`src/hw/rtl/adaptive_morse_key_classifier_core_defines.svh`:
```
// ----------------------------------------------------------------------------
// Assertion macros for the Morse key classifier
// Wraps concurrent assertions so that they drop out when SYNTH is defined.
// ----------------------------------------------------------------------------
`ifndef ADAPTIVE_MORSE_KEY_CLASSIFIER_CORE_DEFINES_SVH
`define ADAPTIVE_MORSE_KEY_CLASSIFIER_CORE_DEFINES_SVH

`ifndef SYNTH
`define AMKC_ASSERT_IMP(name, clk, rst_n, ante, cons) \
    name: assert property (@(posedge clk) disable iff (!rst_n) (ante) |-> (cons)) \
        else $error("assertion failed");
`define AMKC_ASSERT_NEXT(name, clk, rst_n, ante, cons) \
    name: assert property (@(posedge clk) disable iff (!rst_n) (ante) |=> (cons)) \
        else $error("assertion failed");
`else
`define AMKC_ASSERT_IMP(name, clk, rst_n, ante, cons)
`define AMKC_ASSERT_NEXT(name, clk, rst_n, ante, cons)
`endif

`endif

```
`src/hw/rtl/amkc_pkg.sv`:
```
// ----------------------------------------------------------------------------
// Morse key classifier package
// Shared widths, codes, reset values and the configuration structure.
// ----------------------------------------------------------------------------
package amkc_pkg;

    localparam int TIME_WIDTH_DEF = 32;
    localparam int AVG_WIDTH_DEF  = 16;

    localparam int NOW_W     = 32;
    localparam int FIELD_W   = 16;
    localparam int SYM_W     = 3;
    localparam int PH_W      = 3;
    localparam int REG_IDX_W = 2;

    localparam logic [PH_W-1:0] PH_IDLE = 3'd0;
    localparam logic [PH_W-1:0] PH_DOWN = 3'd1;
    localparam logic [PH_W-1:0] PH_UP   = 3'd2;
    localparam logic [PH_W-1:0] PH_EOC  = 3'd3;
    localparam logic [PH_W-1:0] PH_EOW  = 3'd4;

    localparam logic [SYM_W-1:0] SYM_NONE = 3'd0;
    localparam logic [SYM_W-1:0] SYM_DIT  = 3'd1;
    localparam logic [SYM_W-1:0] SYM_DAH  = 3'd2;
    localparam logic [SYM_W-1:0] SYM_EOC  = 3'd3;
    localparam logic [SYM_W-1:0] SYM_EOW  = 3'd4;

    localparam logic [REG_IDX_W-1:0] REG_MIN_DIT      = 2'd0;
    localparam logic [REG_IDX_W-1:0] REG_MAX_DAH      = 2'd1;
    localparam logic [REG_IDX_W-1:0] REG_IDLE_TIMEOUT = 2'd2;
    localparam logic [REG_IDX_W-1:0] REG_ADAPT_EN     = 2'd3;

    localparam logic [FIELD_W-1:0] MIN_DIT_RESET      = 16'd20;
    localparam logic [FIELD_W-1:0] MAX_DAH_RESET      = 16'd500;
    localparam logic [FIELD_W-1:0] IDLE_TIMEOUT_RESET = 16'd5000;
    localparam logic               ADAPT_EN_RESET     = 1'b1;

    localparam int DIT_RESET = 50;
    localparam int DAH_RESET = 200;
    localparam int THR_RESET = 100;

    typedef struct packed {
        logic [FIELD_W-1:0] min_dit;
        logic [FIELD_W-1:0] max_dah;
        logic [FIELD_W-1:0] idle_timeout;
        logic               adapt_en;
    } cfg_t;

endpackage

```
`src/hw/rtl/amkc_if.sv`:
```
// ----------------------------------------------------------------------------
// Morse key classifier channels
// Valid/ready channels for key samples and classification results.
// ----------------------------------------------------------------------------
interface amkc_sample_if;
    logic                       valid;
    logic                       ready;
    logic                       key_pressed;
    logic [amkc_pkg::NOW_W-1:0] now_ms;

    modport source (output valid, output key_pressed, output now_ms, input ready);
    modport sink   (input valid, input key_pressed, input now_ms, output ready);
endinterface

interface amkc_result_if;
    logic                         valid;
    logic                         ready;
    logic [amkc_pkg::SYM_W-1:0]   symbol;
    logic [amkc_pkg::FIELD_W-1:0] dit_average;
    logic [amkc_pkg::FIELD_W-1:0] dah_average;
    logic [amkc_pkg::FIELD_W-1:0] split_threshold;

    modport source (output valid, output symbol, output dit_average,
                    output dah_average, output split_threshold, input ready);
    modport sink   (input valid, input symbol, input dit_average,
                    input dah_average, input split_threshold, output ready);
endinterface

```
`src/hw/rtl/amkc_cfg.sv`:
```
// ----------------------------------------------------------------------------
// Morse key classifier configuration registers
// Write-only register file for the timing limits and the adaptation switch.
// ----------------------------------------------------------------------------
module amkc_cfg (
    input  logic                              clk,
    input  logic                              rst_n,
    input  logic                              wr_en,
    input  logic [amkc_pkg::REG_IDX_W-1:0]    wr_index,
    input  logic [amkc_pkg::FIELD_W-1:0]      wr_data,
    output amkc_pkg::cfg_t                    cfg
);
    import amkc_pkg::*;

    cfg_t cfg_reg;
    cfg_t cfg_next;

    always_comb
    begin
        cfg_next = cfg_reg;
        if (wr_en)
        begin
            unique case (wr_index)
                REG_MIN_DIT:      cfg_next.min_dit      = wr_data;
                REG_MAX_DAH:      cfg_next.max_dah      = wr_data;
                REG_IDLE_TIMEOUT: cfg_next.idle_timeout = wr_data;
                REG_ADAPT_EN:     cfg_next.adapt_en     = wr_data[0];
                default:          cfg_next = cfg_reg;
            endcase
        end
    end

    always_ff @(posedge clk or negedge rst_n)
    begin
        if (!rst_n)
        begin
            cfg_reg.min_dit      <= MIN_DIT_RESET;
            cfg_reg.max_dah      <= MAX_DAH_RESET;
            cfg_reg.idle_timeout <= IDLE_TIMEOUT_RESET;
            cfg_reg.adapt_en     <= ADAPT_EN_RESET;
        end
        else
        begin
            cfg_reg <= cfg_next;
        end
    end

    assign cfg = cfg_reg;

endmodule

```
`src/hw/rtl/amkc_engine.sv`:
```
// ----------------------------------------------------------------------------
// Morse key classifier engine
// Holds the key phase, timestamps and running averages, and works out the
// symbol and the updated averages for one sample combinationally.
// ----------------------------------------------------------------------------
`include "adaptive_morse_key_classifier_core_defines.svh"

module amkc_engine #(
    parameter int TIME_WIDTH = amkc_pkg::TIME_WIDTH_DEF,
    parameter int AVG_WIDTH  = amkc_pkg::AVG_WIDTH_DEF
) (
    input  logic                         clk,
    input  logic                         rst_n,
    input  logic                         step,
    input  logic                         key,
    input  logic [amkc_pkg::NOW_W-1:0]   now,
    input  amkc_pkg::cfg_t               cfg,
    output logic [amkc_pkg::SYM_W-1:0]   sym,
    output logic [AVG_WIDTH-1:0]         dit_avg,
    output logic [AVG_WIDTH-1:0]         dah_avg,
    output logic [AVG_WIDTH-1:0]         thr_avg
);
    import amkc_pkg::*;

    localparam int CW = (TIME_WIDTH > AVG_WIDTH + 4) ? TIME_WIDTH : AVG_WIDTH + 4;
    localparam int QW = AVG_WIDTH + 5;
    localparam int XW = AVG_WIDTH + FIELD_W;
    localparam int PW = 2 * QW + 1;
    localparam int D10_S = QW + 4;
    localparam longint unsigned D10_ML = ((64'd1 << D10_S) / 64'd10) + 64'd1;
    localparam logic [QW:0] D10_M = (QW + 1)'(D10_ML);
    localparam logic [AVG_WIDTH-1:0] AVG_MAX = '1;

    logic [PH_W-1:0]       phase_reg,   phase_next;
    logic [TIME_WIDTH-1:0] press_reg,   press_next;
    logic [TIME_WIDTH-1:0] release_reg, release_next;
    logic [AVG_WIDTH-1:0]  dit_reg,     dit_next;
    logic [AVG_WIDTH-1:0]  dah_reg,     dah_next;
    logic [AVG_WIDTH-1:0]  thr_reg,     thr_next;

    logic [TIME_WIDTH-1:0]  now_t;
    logic [CW-1:0]          dur_w;
    logic [CW-1:0]          pause_w;
    logic [CW+1:0]          bounce_lim;
    logic                   bounce;
    logic                   long_press;
    logic [AVG_WIDTH-1:0]   cap;
    logic [AVG_WIDTH-1:0]   floor_eff;
    logic [AVG_WIDTH+3:0]   cap_lim;
    logic                   dah_sat;
    logic [QW-1:0]          div_in;
    logic [PW-1:0]          div_prod;
    logic [AVG_WIDTH+1:0]   quot;
    logic [AVG_WIDTH-1:0]   dah_upd;
    logic [AVG_WIDTH-1:0]   dit_upd;
    logic [AVG_WIDTH+1:0]   dah_x3;
    logic [AVG_WIDTH+1:0]   thr_sum;

    assign now_t   = TIME_WIDTH'(now);
    assign dur_w   = CW'(now_t - press_reg);
    assign pause_w = CW'(now_t - release_reg);

    // A press of at most a third of the dit average, less one, is contact bounce.
    assign bounce_lim = (CW + 2)'(dur_w) * (CW + 2)'(3) + (CW + 2)'(3);
    assign bounce     = bounce_lim <= (CW + 2)'(dit_reg);
    assign long_press = dur_w > CW'(thr_reg);

    always_comb
    begin
        if (XW'(cfg.max_dah) > XW'(AVG_MAX))
        begin
            cap = AVG_MAX;
        end
        else
        begin
            cap = AVG_WIDTH'(cfg.max_dah);
        end
        if (XW'(cfg.min_dit) > XW'(AVG_MAX))
        begin
            floor_eff = AVG_MAX;
        end
        else
        begin
            floor_eff = AVG_WIDTH'(cfg.min_dit);
        end
    end

    // Any press of at least ten times one more than the ceiling saturates the dah average.
    assign cap_lim = (AVG_WIDTH + 4)'(cap) * (AVG_WIDTH + 4)'(10) + (AVG_WIDTH + 4)'(10);
    assign dah_sat = dur_w >= CW'(cap_lim);

    // Shared nine-to-one average, divided by ten through a reciprocal.
    assign div_in   = QW'(long_press ? dah_reg : dit_reg) * QW'(9) + QW'(dur_w[AVG_WIDTH+3:0]);
    assign div_prod = PW'(div_in) * PW'(D10_M);
    assign quot     = div_prod[D10_S +: AVG_WIDTH + 2];

    always_comb
    begin
        if (dah_sat || quot > (AVG_WIDTH + 2)'(cap))
        begin
            dah_upd = cap;
        end
        else
        begin
            dah_upd = quot[AVG_WIDTH-1:0];
        end
        if (quot[AVG_WIDTH-1:0] < floor_eff)
        begin
            dit_upd = floor_eff;
        end
        else
        begin
            dit_upd = quot[AVG_WIDTH-1:0];
        end
    end

    assign dah_x3  = (AVG_WIDTH + 2)'(dah_reg) * (AVG_WIDTH + 2)'(3);
    assign thr_sum = (AVG_WIDTH + 2)'(dit_reg) * (AVG_WIDTH + 2)'(3) + (AVG_WIDTH + 2)'(dah_reg);

    always_comb
    begin
        phase_next   = phase_reg;
        press_next   = press_reg;
        release_next = release_reg;
        dit_next     = dit_reg;
        dah_next     = dah_reg;
        thr_next     = thr_reg;
        sym          = SYM_NONE;
        if (step)
        begin
            if (key)
            begin
                if (phase_reg != PH_DOWN)
                begin
                    press_next = now_t;
                    phase_next = PH_DOWN;
                end
            end
            else if (phase_reg == PH_DOWN)
            begin
                release_next = now_t;
                phase_next   = PH_UP;
                if (!bounce)
                begin
                    if (long_press)
                    begin
                        dah_next = dah_upd;
                        sym      = SYM_DAH;
                    end
                    else
                    begin
                        dit_next = dit_upd;
                        sym      = SYM_DIT;
                    end
                end
            end
            else if (phase_reg == PH_UP && pause_w > CW'(dah_reg))
            begin
                phase_next = PH_EOC;
                sym        = SYM_EOC;
            end
            else if (phase_reg == PH_EOC && pause_w > CW'(dah_x3))
            begin
                phase_next = PH_EOW;
                sym        = SYM_EOW;
                if (cfg.adapt_en)
                begin
                    thr_next = thr_sum[AVG_WIDTH+1:2];
                end
            end
            else if (phase_reg == PH_EOW && pause_w > CW'(cfg.idle_timeout))
            begin
                phase_next = PH_IDLE;
            end
        end
    end

    always_ff @(posedge clk or negedge rst_n)
    begin
        if (!rst_n)
        begin
            phase_reg   <= PH_IDLE;
            press_reg   <= '0;
            release_reg <= '0;
            dit_reg     <= AVG_WIDTH'(DIT_RESET);
            dah_reg     <= AVG_WIDTH'(DAH_RESET);
            thr_reg     <= AVG_WIDTH'(THR_RESET);
        end
        else
        begin
            phase_reg   <= phase_next;
            press_reg   <= press_next;
            release_reg <= release_next;
            dit_reg     <= dit_next;
            dah_reg     <= dah_next;
            thr_reg     <= thr_next;
        end
    end

    assign dit_avg = dit_next;
    assign dah_avg = dah_next;
    assign thr_avg = thr_next;

    `AMKC_ASSERT_IMP(a_dit_floor, clk, rst_n, sym == SYM_DIT, dit_next >= floor_eff)
    `AMKC_ASSERT_IMP(a_dah_cap, clk, rst_n, sym == SYM_DAH, dah_next <= cap)
    `AMKC_ASSERT_IMP(a_mark_on_release, clk, rst_n, sym == SYM_DIT || sym == SYM_DAH,
                     phase_reg == PH_DOWN && !key)
    `AMKC_ASSERT_NEXT(a_press_enters_down, clk, rst_n, step && key, phase_reg == PH_DOWN)
    `AMKC_ASSERT_NEXT(a_hold_without_step, clk, rst_n, !step,
                      $stable(dit_reg) && $stable(dah_reg) && $stable(thr_reg))

endmodule

```
`src/hw/rtl/adaptive_morse_key_classifier_core.sv`:
```
// ----------------------------------------------------------------------------
// Adaptive Morse key classifier
// Turns timestamped key samples into dits, dahs and character and word
// breaks, tracking the operator's speed with running averages.
// ----------------------------------------------------------------------------
//  Channel   Direction  Beat
//  sample    in         key_pressed, now_ms
//  result    out        symbol, dit_average, dah_average, split_threshold
//  wr_*      in         register write, index 0 to 3, no read-back
//
// A sample is taken every cycle unless the sink stalls; it goes to the input and
// output registers. The rate is set by the combinational state update: timestamp
// difference, nine-to-one average through a reciprocal multiply by ten, compares.
// Reset loads the default averages and limits at once; there is no clearing pass.
// A result held by the sink stalls a full input register and drops sample.ready.
module adaptive_morse_key_classifier_core #(
    parameter int TIME_WIDTH = amkc_pkg::TIME_WIDTH_DEF,
    parameter int AVG_WIDTH  = amkc_pkg::AVG_WIDTH_DEF
) (
    input  logic                           clk,
    input  logic                           rst_n,
    input  logic                           wr_en,
    input  logic [amkc_pkg::REG_IDX_W-1:0] wr_index,
    input  logic [amkc_pkg::FIELD_W-1:0]   wr_data,
    amkc_sample_if.sink                    sample,
    amkc_result_if.source                  result
);
    import amkc_pkg::*;

    cfg_t cfg;

    logic               in_vld_reg;
    logic               in_vld_next;
    logic               key_reg;
    logic [NOW_W-1:0]   now_reg;
    logic               out_vld_reg;
    logic               out_vld_next;
    logic [SYM_W-1:0]   sym_reg;
    logic [FIELD_W-1:0] dit_reg;
    logic [FIELD_W-1:0] dah_reg;
    logic [FIELD_W-1:0] thr_reg;

    logic                 advance;
    logic                 step;
    logic                 accept;
    logic [SYM_W-1:0]     sym;
    logic [AVG_WIDTH-1:0] dit_avg;
    logic [AVG_WIDTH-1:0] dah_avg;
    logic [AVG_WIDTH-1:0] thr_avg;

    amkc_cfg u_cfg (
        .clk      (clk),
        .rst_n    (rst_n),
        .wr_en    (wr_en),
        .wr_index (wr_index),
        .wr_data  (wr_data),
        .cfg      (cfg)
    );

    amkc_engine #(
        .TIME_WIDTH (TIME_WIDTH),
        .AVG_WIDTH  (AVG_WIDTH)
    ) u_engine (
        .clk     (clk),
        .rst_n   (rst_n),
        .step    (step),
        .key     (key_reg),
        .now     (now_reg),
        .cfg     (cfg),
        .sym     (sym),
        .dit_avg (dit_avg),
        .dah_avg (dah_avg),
        .thr_avg (thr_avg)
    );

    assign advance      = !out_vld_reg || result.ready;
    assign step         = in_vld_reg && advance;
    assign sample.ready = !in_vld_reg || advance;
    assign accept       = sample.valid && sample.ready;

    assign in_vld_next  = accept || (in_vld_reg && !advance);
    assign out_vld_next = advance ? in_vld_reg : out_vld_reg;

    always_ff @(posedge clk or negedge rst_n)
    begin
        if (!rst_n)
        begin
            in_vld_reg  <= 1'b0;
            out_vld_reg <= 1'b0;
        end
        else
        begin
            in_vld_reg  <= in_vld_next;
            out_vld_reg <= out_vld_next;
        end
    end

    always_ff @(posedge clk)
    begin
        if (accept)
        begin
            key_reg <= sample.key_pressed;
            now_reg <= sample.now_ms;
        end
        if (step)
        begin
            sym_reg <= sym;
            dit_reg <= FIELD_W'(dit_avg);
            dah_reg <= FIELD_W'(dah_avg);
            thr_reg <= FIELD_W'(thr_avg);
        end
    end

    assign result.valid           = out_vld_reg;
    assign result.symbol          = sym_reg;
    assign result.dit_average     = dit_reg;
    assign result.dah_average     = dah_reg;
    assign result.split_threshold = thr_reg;

endmodule
```
`src/flat_wrapper.sv`:
```
// flat-port wrapper written by rule: the top's interface ports become plain ports
module adaptive_morse_key_classifier_core_flat import amkc_pkg::*;
#(
    parameter int TIME_WIDTH = amkc_pkg::TIME_WIDTH_DEF,
    parameter int AVG_WIDTH  = amkc_pkg::AVG_WIDTH_DEF
)
  (clk, rst_n, wr_en, wr_index, wr_data, sample_valid, sample_key_pressed, sample_now_ms, sample_ready, result_valid, result_symbol, result_dit_average, result_dah_average, result_split_threshold, result_ready);
  amkc_sample_if sample_i ();
  amkc_result_if result_i ();
  input  logic clk;
  input  logic rst_n;
  input  logic wr_en;
  input  logic [amkc_pkg::REG_IDX_W-1:0] wr_index;
  input  logic [amkc_pkg::FIELD_W-1:0] wr_data;
  input wire logic [$bits(sample_i.valid)-1:0] sample_valid;
  input wire logic [$bits(sample_i.key_pressed)-1:0] sample_key_pressed;
  input wire logic [$bits(sample_i.now_ms)-1:0] sample_now_ms;
  output wire logic [$bits(sample_i.ready)-1:0] sample_ready;
  output wire logic [$bits(result_i.valid)-1:0] result_valid;
  output wire logic [$bits(result_i.symbol)-1:0] result_symbol;
  output wire logic [$bits(result_i.dit_average)-1:0] result_dit_average;
  output wire logic [$bits(result_i.dah_average)-1:0] result_dah_average;
  output wire logic [$bits(result_i.split_threshold)-1:0] result_split_threshold;
  input wire logic [$bits(result_i.ready)-1:0] result_ready;
  assign sample_i.valid = sample_valid;
  assign sample_i.key_pressed = sample_key_pressed;
  assign sample_i.now_ms = sample_now_ms;
  assign sample_ready = sample_i.ready;
  assign result_valid = result_i.valid;
  assign result_symbol = result_i.symbol;
  assign result_dit_average = result_i.dit_average;
  assign result_dah_average = result_i.dah_average;
  assign result_split_threshold = result_i.split_threshold;
  assign result_i.ready = result_ready;
  adaptive_morse_key_classifier_core #(.TIME_WIDTH(TIME_WIDTH), .AVG_WIDTH(AVG_WIDTH)) u_core (.clk(clk), .rst_n(rst_n), .wr_en(wr_en), .wr_index(wr_index), .wr_data(wr_data), .sample(sample_i), .result(result_i));
endmodule
```
`config.mk`:
```
export PLATFORM = sky130hd
export DESIGN_NAME = adaptive_morse_key_classifier_core_flat
export DESIGN_NICKNAME = d
export VERILOG_FILES = /design/src/hw/rtl/amkc_pkg.sv /design/src/hw/rtl/amkc_if.sv /design/src/hw/rtl/amkc_cfg.sv /design/src/hw/rtl/amkc_engine.sv /design/src/hw/rtl/adaptive_morse_key_classifier_core.sv /design/src/flat_wrapper.sv
export VERILOG_INCLUDE_DIRS = /design/src /design/src/hw/rtl
export SDC_FILE = /design/constraint.sdc
export NUM_CORES = 1
export LEC_CHECK = 0
export ABC_AREA = 1
export BUFFER_PORTS_ARGS = -buffer_cell sky130_fd_sc_hd__buf_2
export CORE_AREA = 2 2 161 321
export DETAILED_ROUTE_END_ITERATION = 6
export DIE_AREA = 0 0 163 323
export PLACE_DENSITY_LB_ADDON = 0.3
export REMOVE_ABC_BUFFERS = 1
export SLEW_MARGIN = 20
export SYNTH_ARGS = -nofsm -noshare
export SYNTH_HDL_FRONTEND = slang
export SYNTH_SLANG_ARGS = --single-unit
```
`constraint.sdc`:
```
create_clock -name clk -period 14.9 [get_ports clk]
set_clock_uncertainty 0.05 [all_clocks]
set_input_delay 0.745 -clock clk [delete_from_list [all_inputs] [get_ports clk]]
set_output_delay 0.745 -clock clk [all_outputs]
set_load 0.01 [all_outputs]
```
==> summary.txt <==
Finish
  – Fraction of layout cells with a size suffix above 1: 7.28%
  – Largest register FFs: 49
  – Layout area overhead: 8.43%
  – Final nets: 5,235
  – Ant. Diodes: 0
  – Fillers: 4,203

Clock network
  – Clock Latency Late Sink: 0.59 ns
  – CTS tree: yes
  – Total CTS buffers: 26
  – Clock Sinks: 250
  – Worst-path clk slew: 0.07 ns
  – Clk root buf: clkbuf_16
  – Max clock buf depth: 3
  – Maximum level of the CTS H-tree: 1

Yosys
  – Largest family of logic cells by synthesized area: adder cells
  – Post-synthesis xor/xnor area fraction: 4.47%
  – Sequential area share after synthesis: 20.7%
  – Asr flop ratio synth: 66.4%
  – Number of synthesized register bits: 250
  – Most common cell in the netlist: nand2_1
  – Synthesized instance count: 4,282
  – Dominant cell type by area after synthesis: ha_1
  – Synth Area in Simple Gates: 20.8%
  – Syn Std Cell Area: 32,300 um2
  – Avg Synthesized Cell Area: 7.55 um2
  – Most frequent cells after synthesis: nand2_1 (1,044), inv_1 (860), ha_1 (568)
  – Synth cell types: 58
  – Synth top area share: 22.0%
  – Compound-gate portion of the synthesized area: 10.1%
  – Dominant cells by area after synthesis: ha_1 (22%), nand2_1 (12%), fa_1 (11%)
  – Post-synth EDFFs: 84
  – Synth Area in Adders: 33.1%
  – Post-synthesis mux area share: 0.0697%
  – Ys flop type: dfrtp_1
  – Yosys Warn Count: 0

STA
  – Final hold violation count: 0
  – Final period utilization: 94.2%
  – Worst slew pin tran: 1.06 ns
  – Fin crit period: 14.04 ns
  – Max Freq: 0.0712 GHz
  – Final setup TNS: 0 ns
  – Max-slew headroom: 29.4%
  – RSZ-0062 raised after global routing: false
  – Setup violators final: 0
  – Final slew viol count: 0

Worst setup path
  – Arrival time worst endpoint: 14.33 ns
  – Worst R2R Setup Slack: 0.86 ns
  – CP max-delay cell: edfxtp_1
  – WP data required: 15.19 ns
  – Critical Path Fanout Max: 34
  – Setup CP Type: reg2reg
  – Critical path endpoint category: register
  – Worst path max stage delay: 0.57 ns
  – Most used cell, CP: nand2_1
  – CP startpoint kind: register

Global routing
  – Gr busiest metal: met2
  – Pin count of the biggest net entering global routing: 73
  – Met3 Use GR: 5.33%
  – Total GRT Usage: 36.8%
  – Met1 Use GR: 49.2%
  – Initial antenna violation count: 1
  – First-pass GRT wire length: 151,000 um
  – Remaining global-route overflow: 0
  – Met2 Use GR: 60.0%
  – Number of global-route vias before repair: 28,500

Hold path
  – Hold Path Class: in2reg

Placed design
  – GP Congestion: 1.01
  – Final HPWL DP: 80,000 um
  – PortBufs: 108

Detailed routing
  – Drt total wl: 95,600 um
  – DR WL/cell: 18.7 um
  – Via density: 5.76
  – DRC viols: 1
  – Via count: 29,400
  – DRT Pass-1 Iters: 7
  – Initial drt markers: 2,725
  – ANT nets after route: 0

Floorplan
  – CORE AREA: 50,500 um2
  – Die W: 163 um
  – Starting density of the core: 64.0%
  – Num ports: 109
  – Die Ht: 323 um
  – Die area: 52,600 um2
  – Row count: 117

Job
  – MaxCap Viol Count: 0

Status
  – Status: finished with violations
  – Failing checks: DRC
## per-layer routing
| metal | share of wire, % | vias to the layer above | wire length (um) |
|---|---|---|---|
| met3 | 8.5 | 240 | 8100 |
| met4 | 4.6 | 0 | 4380 |
| li1 | - | 14000 | - |
| met1 | 41 | 13800 | 38700 |
| met5 | 0 | - | 0 |
| met2 | 46 | 1295 | 44400 |
## stage by stage
stage | cell area [um2] | setup slack [ns] | util (%) | hold slack, ns | cells
2_1_floorplan | 32100 | 1.41 | - | 0.399 | 4237
3_3_place_gp | 33900 | 0.625 | 67.1 | 0.419 | 5049
3_5_place_dp | 33900 | 0.156 | 67.1 | 0.428 | 5049
4_1_cts | 34800 | 0.153 | 68.9 | 0.284 | 5098
5_1_grt | 35000 | 0.0259 | 69.4 | 0.297 | 5106
6_report | 35000 | 0.861 | 69.4 | 0.292 | 5106
## critical path, delay by kind of cell, from the launching register on
family	cells	cell delay, ns
AO/OA/AOI/OAI	17	2.68
XOR/XNOR	3	0.70
adder cells (fa/ha/maj)	14	5.84
buffers and inverters	12	1.25
flip-flops	1	0.57
AND/OR/NAND/NOR	22	2.75
## cells by family after synthesis
kind of cell	Yosys count
AND/OR/NAND/NOR	1613
multiplexers	2
flip-flops	250
AO/OA/AOI/OAI	590
adder cells (fa/ha/maj)	747
buffers and inverters	916
XOR/XNOR	164
## final cells by class
| cell class | instances | area, um2 | share of cell area, % |
|---|---|---|---|
| Sequential cell | 250 | 6710 | 19.1 |
| Clock inverter | 19 | 213 | 0.607 |
| Clock buffer | 29 | 726 | 2.07 |
| Timing Repair Buffer | 167 | 996 | 2.84 |
| Tap cell | 654 | 818 | 2.33 |
| Multi-Input combinational cell | 3116 | 22300 | 63.7 |
| Inverter | 871 | 3270 | 9.33 |
## timing repair
item,in CTS,in global routing
setup endpoints to repair,0,64
endpoints found under the hold margin,17,0
hold buffers,1,0
setup buffers,0,8
gates resized for setup,0,41
## worst paths after layout
check | from | to | depth (start not counted)
setup / recovery | u_core.now_reg[1] | u_core.result.dah_average[7] | 68
hold / removal | sample_key_pressed | u_core.key_reg | 1
setup reg to reg | u_core.now_reg[1] | u_core.result.dah_average[7] | 68
hold reg to reg | u_core.u_cfg.cfg[3] | u_core.u_cfg.cfg[3] | 2
max in group asynchronous | rst_n | u_core.u_engine.press_reg[23] | 3
min in group asynchronous | rst_n | u_core.u_engine.dit_reg[3] | 2
## cell usage in the layout (no fill, tap or decap), types with 107 or more instances in the layout
cell,n
buf_2,107
o21ai_0,181
inv_1,859
nor2_1,245
fa_1,179
nand3_1,160
ha_1,564
nand2_1,1042
a21oi_1,262
dfrtp_1,143
Power is not shown: default switching activity piles up to over one toggle a cycle in this logic, so the estimate is an artifact.
